`config.mk`:
```
export PLATFORM = sky130hd
export DESIGN_NAME = sps_cell
export DESIGN_NICKNAME = d
export VERILOG_FILES = /design/src/sv/sps_pkg.sv /design/src/sv/sps_cell.sv
export SDC_FILE = /design/constraint.sdc
export NUM_CORES = 1
export LEC_CHECK = 0
export ABC_AREA = 1
export BUFFER_PORTS_ARGS = -buffer_cell sky130_fd_sc_hd__buf_2
export CORE_MARGIN = 2
export CORE_UTILIZATION = 43
export CTS_CLUSTER_SIZE = 20
export DETAILED_ROUTE_END_ITERATION = 6
export PLACE_DENSITY_LB_ADDON = 0.08
export RECOVER_POWER = 50
export SKIP_CTS_REPAIR_TIMING = 1
export SLEW_MARGIN = 20
export SYNTH_ARGS = -nofsm -noshare
export SYNTH_HDL_FRONTEND = slang
export SYNTH_SLANG_ARGS = --single-unit
```
`constraint.sdc`:
```
create_clock -name clk -period 2 [get_ports clk]
set_clock_uncertainty 0.2 [all_clocks]
set_input_delay 0.3 -clock clk [delete_from_list [all_inputs] [get_ports clk]]
set_output_delay 0.3 -clock clk [all_outputs]
set_load 0.005 [all_outputs]
```
`src/sv/sps_pkg.sv`:
```
// ----------------------------------------------------------------------------
// sps_pkg: shared types and constants for the shortest path search
// Holds graph sizes, field widths, action codes and the cell control struct.
// ----------------------------------------------------------------------------
package sps_pkg;

  localparam int NODES     = 32;
  localparam int EDGES     = 128;
  localparam int COST_BITS = 16;

  localparam int NODE_W = 5;
  localparam int ID_W   = 7;
  localparam int DIST_W = 22;
  localparam int MAX_OUT = 31;

  localparam logic [1:0] ACT_CLEAR  = 2'd0;
  localparam logic [1:0] ACT_ADD    = 2'd1;
  localparam logic [1:0] ACT_FIND   = 2'd2;
  localparam logic [1:0] ACT_UNUSED = 2'd3;

  localparam logic [DIST_W-1:0] DIST_MAX = {DIST_W{1'b1}};

  // Control broadcast from the sequencer to every node cell
  typedef struct packed {
    logic              init;    // clear flags, seed start
    logic [NODE_W-1:0] start;
    logic              relax;   // edge relaxation this cycle
    logic [NODE_W-1:0] cur;     // settling node
    logic [NODE_W-1:0] adj;     // neighbour of the scanned edge
    logic [DIST_W-1:0] sum;     // candidate distance
    logic [ID_W-1:0]   id;      // scanned edge id
    logic              settle;  // mark cur settled
  } cell_ctl_t;

  // Candidate passed along the cell chain for the minimum search
  typedef struct packed {
    logic              ok;
    logic [NODE_W-1:0] node;
    logic [DIST_W-1:0] dist_v;
  } cand_t;

endpackage

```
`src/sv/sps_cell.sv`:
```
// ----------------------------------------------------------------------------
// sps_cell: one node cell
// Holds distance, parent edge and flags of one node; forwards the best
// unsettled candidate to its neighbour.
// ----------------------------------------------------------------------------
module sps_cell
  import sps_pkg::*;
#(
  parameter logic [NODE_W-1:0] NODE_ID = '0
) (
  input  logic            clk,
  input  logic            rst_n,
  input  cell_ctl_t       ctl,
  input  cand_t           cand_in,
  output cand_t           cand_out,
  output logic [DIST_W-1:0] node_dist,
  output logic [ID_W-1:0]   parent,
  output logic              settled,
  output logic              reached
);

  logic [DIST_W-1:0] dist_r;
  logic [ID_W-1:0]   parent_r;
  logic              settled_r, reached_r;
  logic              better;

  assign better = ctl.relax && ctl.adj == NODE_ID && !settled_r &&
                  (!reached_r || ctl.sum < dist_r);

  // Update flags
  always_ff @(posedge clk) begin
    if (!rst_n) begin
      settled_r <= 1'b0;
      reached_r <= 1'b0;
    end else if (ctl.init) begin
      settled_r <= 1'b0;
      reached_r <= ctl.start == NODE_ID;
    end else begin
      if (better) reached_r <= 1'b1;
      if (ctl.settle && ctl.cur == NODE_ID) settled_r <= 1'b1;
    end
  end

  // Hold distance and parent
  always_ff @(posedge clk) begin
    if (ctl.init && ctl.start == NODE_ID) begin
      dist_r <= '0;
    end else if (!ctl.init && better) begin
      dist_r   <= ctl.sum;
      parent_r <= ctl.id;
    end
  end

  // Pass on the better candidate; lower ids sit earlier, so ties keep cand_in
  always_comb begin
    cand_out = cand_in;
    if (reached_r && !settled_r && (!cand_in.ok || dist_r < cand_in.dist_v)) begin
      cand_out.ok     = 1'b1;
      cand_out.node   = NODE_ID;
      cand_out.dist_v = dist_r;
    end
  end

  assign node_dist = dist_r;
  assign parent    = parent_r;
  assign settled   = settled_r;
  assign reached   = reached_r;

endmodule

```
# Yosys cells after proc, flatten, opt, wreduce, memory -nomap -nowiden
# Index checks and enable logic that the tools add are counted.
[word_totals]
input_bits = 77
out_inout_bits = 59
word_cells = 31
reg_bits = 31
[op_classes]
n_mux = 3
bitwise_logic = 2
reduce_logical = 20
order_cmp = 2
[op_table]
columns = ["op", "count"]
rows = [
  ["less-than comparator 22 bit", 2],
  ["two-way mux 28 bit", 1],
  ["zero test 5 bit", 3],
  ["logical AND 1 bit", 8],
  ["zero test 1 bit", 4],
  ["logical OR 1 bit", 2],
  ["two-way mux 1 bit", 2],
  ["inverter 1 bit", 2],
  ["AND reduction 2 bit", 1],
  ["nonzero test 2 bit", 1],
  ["OR reduction 2 bit", 1],
]

# Depth between registers and ports, before layout
# Gate-level depths: netlist (run 1).
[logic_depth]
ltp_word = 6
mapped_depth = 15
mapped_depth_nobuf = 14

# Least setup slack after synthesis (run 1)
# OpenSTA, ideal clock, no wires.
[synth_path]
path_kind = "reg2out"
from = "register dist_r[3] (netlist: node_dist[3])"
to = "output cand_out[10] in the netlist's numbering"
arrival_time_ns = 1.654
path_buffers = 1
slack_ns = -0.154
path_stages_with_launch = 12
path_cell_list = "dfxtp_1 > ha_1 > a21oi_1 > nor2_1 > nor2_1 > nand2_1 > nand2_1 > nand3_1 > nand2_2 > clkbuf_1 > nand3_1 > nand2_1"
[synth_rtl]
columns = ["item", "line_no", "source"]
rows = [
  ["from (decl)", "sps_cell.sv:22", "logic [DIST_W-1:0] dist_r;"],
  ["from (signal assigned)", "sps_cell.sv:49", "dist_r <= ctl.sum;"],
  ["to (decl)", "sps_cell.sv:15", "output cand_t cand_out,"],
]

==> metrics.txt, run 1 <==
multiplexer share of the synthesized area=0%; max cap viols=0; Worst setup SP type=flip-flop; core area=0.00646 mm2; final WL=9280 um; IO Pins=136; final count of hold timing violations=0; Max-Slew Margin vs Limit=78.4%; Finish-stage setup viols=57; DRC Markers=0; post-layout worst setup margin=-0.528 ns; top post-synthesis cells by count=nand2_1 (127), inv_1 (82), nand3_1 (48); Initial Utilization=45.0%; final setup TNS=-18.29 ns; pin count of the biggest net entering global routing=25; Synth async-reset ratio=0%; failing checks=negative setup slack; predominant post-synthesis flop cell=dfxtp_1; Final min period=2.53 ns; net count after synthesis=571; CP Data Arrival Time=2.03 ns; CP endpoint kind=output pin; share of cells above drive strength 1=48.1%; largest family of logic cells by synthesized area=simple AND/OR/NAND/NOR gates; fin util=74.4%; gpl congestion=0.791; gr ovfl total=0; Period Utilization, post-route=126%; CTS sink cnt=31; Layout fillers=527; number of placement rows=29; slowest cell on the critical path=dfxtp_4; first-pass GRT wire length=13400 um; CTS Root Cell=clkbuf_8; vias in the first global route=3152; VDD IR-drop max=0.000327 V; register bit total from synthesis=31; worst-margin pin slew=0.321 ns; flop2flop setup slack=-0.21 ns; Mapped Cells=452; CTS tree=built; outcome=complete, but fails checks; RSZ-0062 raised after global routing=yes; number of enable flip-flop cells after synthesis=7; Hold Crit Class=in2reg; nets=758; cell taking the most area after synthesis=ha_1; drt wl/cell=12.9 um; synth unique cells=32; kind of cell adding the most delay to the critical path=simple AND/OR/NAND/NOR gates; Synth Area in XOR/XNOR=0%; simple-gate area share of the yosys netlist=34.0%; post-detail-place hpwl=6560 um; Cell Chain, Critical Path=ha_4 -> a21oi_2 -> nand2_1 -> nand2_1 -> nand3_1 -> nand2_1 -> nand3_2 -> nand2_4 -> nand2_8 -> clkbuf_16 -> nand2_1 -> nand2_1 -> buf_2; Area contributors post-synth=ha_1 (18%), dfxtp_1 (17%), nand2_1 (16%); fmax=396 MHz; die area=0.00743 mm2; CTS clk-pin slew, worst paths=0.07 ns; Buffers on Ports=135; area grow syn2layout=65.3%; CTS Buf Count=5; die height=86.2 um; Leakage Power=2.67 nW; Seq/Total Area, Yosys=23.8%; top-area cell type share of the netlist area=18.1%; Antenna Nets Post-Route=0; complex-gate fraction of the synthesized area=8.95%; Post-Synth Adder-Cell Area=18.1%; vias=3501; DRT Pass-1 Iters=4; CP most frequent cell=nand2_1; Critical Path RT=1.50 ns; synth warn=0; Iteration-0 DRC Markers=95; Pwr Density=557 mW/mm2; final slew viol count=0; Synth Area per Inst=6.43 um2; CTS H-tree lvls=2; routed vias/inst=4.88; Setup Crit Path Kind=reg2out; chip width=86.2 um; worst stage delay on the critical path=0.36 ns; antenna cells=0; Clock Latency Late Sink=0.29 ns; synthesized area=0.00291 mm2; critical path peak fanout=8; maximum clock path buffer count=2; Tot GR Track Use=22.4%; WP buf/inv=2; cell with the most instances after synthesis=nand2_1; initial antenna violation count=0
[layout by cell type (no fill, tap or decap), types with 2 or more instances in the layout]
cell type      instances
a21boi_1               4
a21o_1                 2
a21oi_1               10
a21oi_2               23
a21oi_4                2
buf_12                 4
buf_2                133
buf_4                 39
buf_6                  3
buf_8                  3
clkbuf_1               4
clkbuf_16              4
clkbuf_8               5
clkinv_2               3
dfxtp_1                9
dfxtp_2                9
dfxtp_4                6
dlygate4sd3_1          7
edfxtp_1               7
ha_1                  25
ha_4                  17
inv_1                 79
inv_2                  3
nand2_1               95
nand2_2               29
nand2_4                3
nand2_8                2
nand3_1               46
nand3_2                2
nor2_1                34
nor2_2                 8
nor2_4                 3
nor4_1                 2
o21ai_1                3
[sequential cells by signal, indices dropped and copies added, names as in the netlist]
register,flops
node_dist,22
parent,7
reached,1
settled,1
[path summary, 6_finish.rpt]
kind,startpoint,endpoint,cells after the start
worst min-delay path,rst_n,reached,3
worst max register to register,node_dist[21],node_dist[14],13
worst min register to register,node_dist[4],node_dist[4],2
worst max-delay path,node_dist[9],cand_out[4],13
[layout make-up]
cell class | instances | area (um2) | area share, %
Inverter | 84 | 318 | 6.61
Timing Repair Buffer | 197 | 1300 | 27.1
Sequential cell | 31 | 724 | 15.1
Clock inverter | 3 | 15.0 | 0.312
Tap cell | 77 | 96.3 | 2.01
Multi-Input combinational cell | 320 | 2280 | 47.4
Clock buffer | 5 | 68.8 | 1.43
[report_power, final]
group	leakage [nW]	internal (mW)	switching (mW)
Combinational	2.36	0.694	0.658
Clock	0.0477	0.238	0.258
Sequential	0.268	0.745	0.0851
[worst min-delay path: cells and delay by family]
family,cells,cell delay (ns)
and+or+nand+nor,1,0.04
buffers and inverters,2,0.13
[through the flow]
step | worst slack (ns) | hold slack [ns] | std cells | total power, mW | cell area (um2)
after CTS | -0.554 | -0.0228 | 704 | 2.45 | 4180
after global routing | -0.669 | 0.0175 | 717 | 2.91 | 4800
after floorplan | -0.0271 | 0.176 | 452 | 1.42 | 3060
after global placement | -0.333 | 0.277 | 696 | 1.91 | 4100
after detailed placement | -0.365 | 0.278 | 696 | 1.95 | 4100
final | -0.528 | 0.00440 | 717 | 2.68 | 4800
[metal layers]
metal	part of all wire, %	global-route usage (%)
met5	0	0
met4	1.2	4.83
met3	6.0	4.19
met2	49	40.1
met1	44	28.1
[cell families after synthesis]
kind of cell	Yosys count
buf+inv	101
compound gates	47
flops	31
fa+ha+maj	42
simple gates	231
No activity file was read; power rests on OpenSTA's default activity.
==> run 2: changes to the inputs <==
Settings changed: CTS_CLUSTER_SIZE 20 to 40, SETUP_SLACK_MARGIN from default to 0.05.
==> run 2 against run 1 <==
The run ends with negative hold slack, negative setup slack left. Sequential share of layout area shrank 0.51 points. Critical path depth did not move. Utilization increased by 5.8 points. Register-to-register slack got worse by 0.05 ns. Wire length up 14%. Critical endpoint is now cand_out[12]. Clock power is 29% higher. Worst hold slack worse by 0.012 ns. Final cell count up 0.42%.
==> metrics.txt, run 2 (same netlist as run 1, synthesis figures left out) <==
outcome=complete, but fails checks; failing checks=negative hold slack, negative setup slack; IO Pins=136 (unchanged); die area=0.00743 mm2 (unchanged); total power=3.02 mW (+13%); Initial Utilization=45.0% (unchanged); Clock power frac=21.2% (+2.7 points); pin count of the biggest net entering global routing=29 (+16%); Final min period=2.53 ns (+0.00150 ns); register area=754 um2 (+4.1%); antenna cells=0 (unchanged); drt wl/cell=14.7 um (+14%); fin util=80.2% (+5.8 points); CP Data Arrival Time=2.03 ns (about the same); RSZ-0062 raised after global routing=yes; Pwr Density=584 mW/mm2 (+4.8%); Buffers on Ports=135 (unchanged); post-layout worst setup margin=-0.529 ns (-0.00150 ns); combinational share of power=49.0% (-1.5 points); Leakage Power=2.78 nW (+4.0%); worst flop-to-flop path startpoint=node_dist[21]; Iteration-0 DRC Markers=141 (+48%); die height=86.2 um (unchanged); WHS=-0.00747 ns (-0.0119 ns); placed cells=685 (-1.6%); gpl congestion=0.832 (+5.2%); Int Power=1.89 mW (+13%); vias=3710 (+6.0%); DRC Markers=0 (unchanged); CTS clk-pin slew, worst paths=0.08 ns (about the same); final count of hold timing violations=1 (+1); Hold Crit Class=in2reg; Clock Latency Late Sink=0.30 ns (about the same); CP endpoint kind=output pin; Setup crit end=cand_out[12]; Finish-stage setup viols=56 (-1.8%); r2r endpoint=node_dist[18]; fmax=395 MHz (about the same); final slew viol count=0 (unchanged); R2R depth=13 (unchanged); CTS H-tree lvls=2 (unchanged); critical path peak fanout=5 (-3); Sw Ratio=37.4% (+0.040 points); placed inst area=0.00403 mm2 (-1.7%); area grow syn2layout=78.1%; first-pass GRT wire length=13200 um (-1.7%); routed vias/inst=5.15 (+5.5%); worst-margin pin slew=0.462 ns (+0.141 ns); Critical Path RT=1.50 ns (about the same); Reg power frac=29.8% (-1.2 points); CTS Buf Count=5 (unchanged); VDD IR-drop max=0.000312 V (-4.5%); CTS Root Cell=clkbuf_8; final WL=10600 um (+14%); crit path from=node_dist[21]; maximum clock path buffer count=2 (unchanged); CTS tree=built; Period Utilization, post-route=126% (about the same); Final Non-Filler Cells=720 (+0.42%); max reg flops=22 (unchanged); post-detail-place hpwl=6450 um (-1.6%); initial antenna violation count=0 (unchanged); commonest non-fill, non-tap cell in the layout=buf_2; nets=761 (+0.40%); number of placement rows=29 (unchanged); pre-CTS setup slack=-0.367 ns (-0.00264 ns); Max-Slew Margin vs Limit=69.2% (-9.2 points); flop2flop setup slack=-0.26 ns (-0.05 ns); Worst setup SP type=flip-flop; CTS sink cnt=31 (unchanged); Multi-input gate area=0.00253 mm2 (+11%); gr ovfl total=0 (unchanged); max cap viols=0 (unchanged); Tot GR Track Use=21.8% (-0.59 points); share of cells above drive strength 1=54.7% (+6.6 points); core area=0.00646 mm2 (unchanged); DRT Pass-1 Iters=5 (+1); chip width=86.2 um (unchanged); Setup Crit Path Kind=reg2out; Layout fillers=437 (-17%); most frequent cells in the layout=buf_2 (132), nand2_1 (87), inv_1 (74), buf_4 (41), nand3_1 (34); vias in the first global route=3066 (-2.7%); Antenna Nets Post-Route=0 (unchanged); final instance area=0.00518 mm2 (+7.8%); Sw Pwr=1.13 mW (+13%)
==> run 2: layout make-up <==
class                      count  share of cell area (%)
tap                           77                    1.86
inverter                      84                    6.14
clock buffer                   5                    1.33
timing repair buffer         199                    26.4
clock inverter                 3                   0.846
multi-input combinational    321                    48.8
sequential                    31                    14.6
==> run 2: how the worst min path moves through the flow <==
stage / slack (ns) / start / end / depth (start not counted)
after floorplan: 0.18 / ctl[46] / settled / 1
after global placement: 0.28 / ctl[4] / parent[3] / 1
after detailed placement: 0.28 / ctl[2] / parent[1] / 1
after CTS: -0.02 / ctl[2] / parent[1] / 1
after global routing: 0.006 / rst_n / reached / 3
final: -0.007 / rst_n / reached / 3
==> run 2: power groups by stage <==
stage	clock network, mW	registers (mW)	logic [mW]
after global routing	0.671	0.911	1.64
after detailed placement	0	0.890	1.03
final	0.642	0.900	1.48
after global placement	0	0.887	1.00
after CTS	0.639	0.876	1.04
after floorplan	0	0.868	0.554
==> run 2: layer usage <==
metal	part of all wire [%]	track usage (%)	up-vias
met4	2.0	5.40	0
met1	41	28.4	1706
met2	50	37.8	165
met5	0	0	-
met3	6.8	3.62	25
li1	-	-	1814
==> run 2: critical path: stages (launching register included) <==
cell and delay (ns):
dfxtp_4 0.37, ha_4 0.29, nand2_4 0.06, nor2_4 0.12, nand2_2 0.07, nor2_2 0.10
nand2_1 0.06, nand3_2 0.09, nand2_4 0.09, nand2_8 0.11, buf_6 0.14, nand2_2 0.05
nand2_1 0.06, buf_2 0.11
==> run 2: metrics by stage <==
step,hold WS [ns],TNS [ns]
after floorplan,0.176,-0.652
after global placement,0.277,-10.70
after detailed placement,0.282,-12.38
after CTS,-0.0189,-19.09
after global routing,0.00586,-25.01
final,-0.00747,-20.18
==> run 3: changes to the inputs <==
Settings changed: CORE_UTILIZATION 43 to 48.
Clock period 2 ns to 2.4 ns, I/O delays scaled along.
==> run 3 against run 2 <==
The run ends with negative setup slack left. Cell area decreased by 17%. Die area fell by 9.9%. Critical path depth down 2. Final cell count down 3.9%. Non-clock buffer count fell by 25. Count of clock-buffer cells in the layout did not move. Global-route usage rose by 1.7 points. Worst hold slack better by 0.059 ns. Clock power fell by 22%. Setup slack gained 0.35 ns. Combinational power decreased by 34%. Critical endpoint is now cand_out[19]. Largest cell class unchanged.
==> metrics.txt, run 3 (same netlist as run 1, synthesis figures left out) <==
CTS clk-pin slew, worst paths=0.07 ns (about the same); Pwr Density=503 mW/mm2 (-14%); placed inst area=0.00385 mm2 (-4.4%); critical path peak fanout=8 (+3); Sw Ratio=35.1% (-2.3 points); Critical Path RT=1.84 ns (+0.34 ns); chip width=81.8 um (-5.1%); CTS sink cnt=31 (unchanged); register area=706 um2 (-6.5%); gpl congestion=0.804 (-3.4%); total power=2.15 mW (-29%); Cell Chain, Critical Path=ha_4 -> a21oi_2 -> o21ai_1 -> a21oi_2 -> nand3_2 -> nand2_4 -> nand2_8 -> clkbuf_16 -> nand2_1 -> nand2_1 -> buf_2; slowest cell on the critical path=dfxtp_1; CP endpoint kind=output pin; post-detail-place hpwl=6280 um (-2.7%); worst-margin pin slew=0.274 ns (-0.188 ns); max reg flops=22 (unchanged); DRT Pass-1 Iters=4 (-1); Initial Utilization=49.4% (+4.4 points); final slew viol count=0 (unchanged); Clock Latency Late Sink=0.28 ns (-0.02 ns); Tot GR Track Use=23.5% (+1.7 points); vias in the first global route=2958 (-3.5%); Final min period=2.58 ns; vias=3339 (-10%); Sw Pwr=0.756 mW (-33%); VDD IR-drop max=0.000329 V (+5.5%); RSZ-0062 raised after global routing=yes; pin count of the biggest net entering global routing=25 (-14%); failing checks=negative setup slack; Layout fillers=505 (+16%); gr ovfl total=0 (unchanged); number of placement rows=28 (-3.4%); Period Utilization, post-route=108%; CTS Buf Count=5 (unchanged); CTS tree=built; Iteration-0 DRC Markers=97 (-31%); CP Data Arrival Time=2.02 ns (about the same); DRC Markers=0 (unchanged); nets=735 (-3.4%); first-pass GRT wire length=12400 um (-5.9%); area grow syn2layout=47.3%; core area=0.00589 mm2 (-8.9%); max cap viols=0 (unchanged); CTS Root Cell=clkbuf_8; drt wl/cell=11.8 um (-20%); Antenna Nets Post-Route=0 (unchanged); final count of hold timing violations=0 (-1); Reg power frac=31.4% (+1.6 points); most frequent cells in the layout=buf_2 (129), nand2_1 (117), inv_1 (81), nand3_1 (46), nor2_1 (37); outcome=complete, but fails checks; routed vias/inst=4.83 (-6.4%); Finish-stage setup viols=27 (-52%); die area=0.00669 mm2 (-9.9%); fmax=388 MHz; CTS H-tree lvls=2 (unchanged); antenna cells=0 (unchanged); commonest non-fill, non-tap cell in the layout=buf_2; final WL=8190 um (-23%); Leakage Power=2.51 nW (-9.8%); share of cells above drive strength 1=38.7% (-16 points); post-layout worst setup margin=-0.180 ns (+0.349 ns); die height=81.8 um (-5.1%); IO Pins=136 (unchanged); combinational share of power=45.3% (-3.7 points); initial antenna violation count=0 (unchanged); Int Power=1.40 mW (-26%); maximum clock path buffer count=2 (unchanged); kind of cell adding the most delay to the critical path=simple AND/OR/NAND/NOR gates; WP buf/inv=2 (unchanged); Worst setup SP type=flip-flop; worst stage delay on the critical path=0.37 ns (about the same); Multi-input gate area=0.00203 mm2 (-20%); Setup Crit Path Kind=reg2out; Clock power frac=23.3% (+2.1 points); Buffers on Ports=135 (unchanged); Max-Slew Margin vs Limit=81.7% (+13 points); Hold Crit Class=in2reg; final instance area=0.00428 mm2 (-17%)
[run 3: cell types whose count changed in the layout (fill, tap and decap cells not counted), moves of 8 or more]
| cell | delta |
|---|---|
| nand2_1 | +30 |
| nand2_2 | -22 |
| a21oi_1 | +17 |
| dfxtp_4 | -15 |
| a21oi_2 | -13 |
| ha_1 | +12 |
| ha_4 | -12 |
| nand3_1 | +12 |
| nand3_2 | -10 |
| buf_4 | -9 |
| dfxtp_1 | +9 |
| nand2_4 | -8 |
[run 3: routing by layer]
| metal | vias up | GRT usage (%) | wire length, um |
|---|---|---|---|
| met4 | 0 | 6.00 | 136 |
| met2 | 129 | 41.5 | 4020 |
| met3 | 10 | 3.85 | 544 |
| met1 | 1449 | 29.6 | 3490 |
| met5 | - | 0 | 0 |
| li1 | 1751 | - | - |
[run 3: cell type report]
class,instances,area share (%)
clock buffer,5,1.61
clock inverter,3,0.906
inverter,84,7.37
multi-input combinational,320,47.4
sequential,31,16.5
tap,75,2.19
timing repair buffer,174,24.0
[run 3: worst paths after layout]
| path | start | slack [ns] | cells past startpoint | endpoint |
|---|---|---|---|---|
| max | node_dist[15] | -0.18 | 11 | cand_out[19] |
| min | ctl[2] | 0.05 | 1 | parent[1] |
| max reg2reg | node_dist[21] | 0.25 | 13 | node_dist[7] |
| min reg2reg | node_dist[0] | 0.36 | 2 | node_dist[0] |
[run 3: stage by stage]
stage | utilization [%] | cells | TNS (ns) | hold WS, ns | setup WS, ns
after floorplan | - | 452 | 0 | 0.236 | 0.145
after global placement | 65.5 | 680 | -3.32 | 0.337 | -0.160
after detailed placement | 65.5 | 680 | -4.28 | 0.338 | -0.200
after CTS | 67.3 | 688 | -7.48 | 0.0449 | -0.316
after global routing | 72.7 | 692 | -7.54 | 0.0413 | -0.317
final | 72.7 | 692 | -4.08 | 0.0517 | -0.180
[run 3: power groups by stage]
| stage | combinational (mW) | clock [mW] | sequential, mW |
|---|---|---|---|
| global placement | 0.840 | 0 | 0.661 |
| floorplan | 0.424 | 0 | 0.700 |
| finish | 0.975 | 0.501 | 0.675 |
| CTS | 0.871 | 0.509 | 0.650 |
| global route | 1.12 | 0.529 | 0.686 |
| detailed placement | 0.866 | 0 | 0.662 |
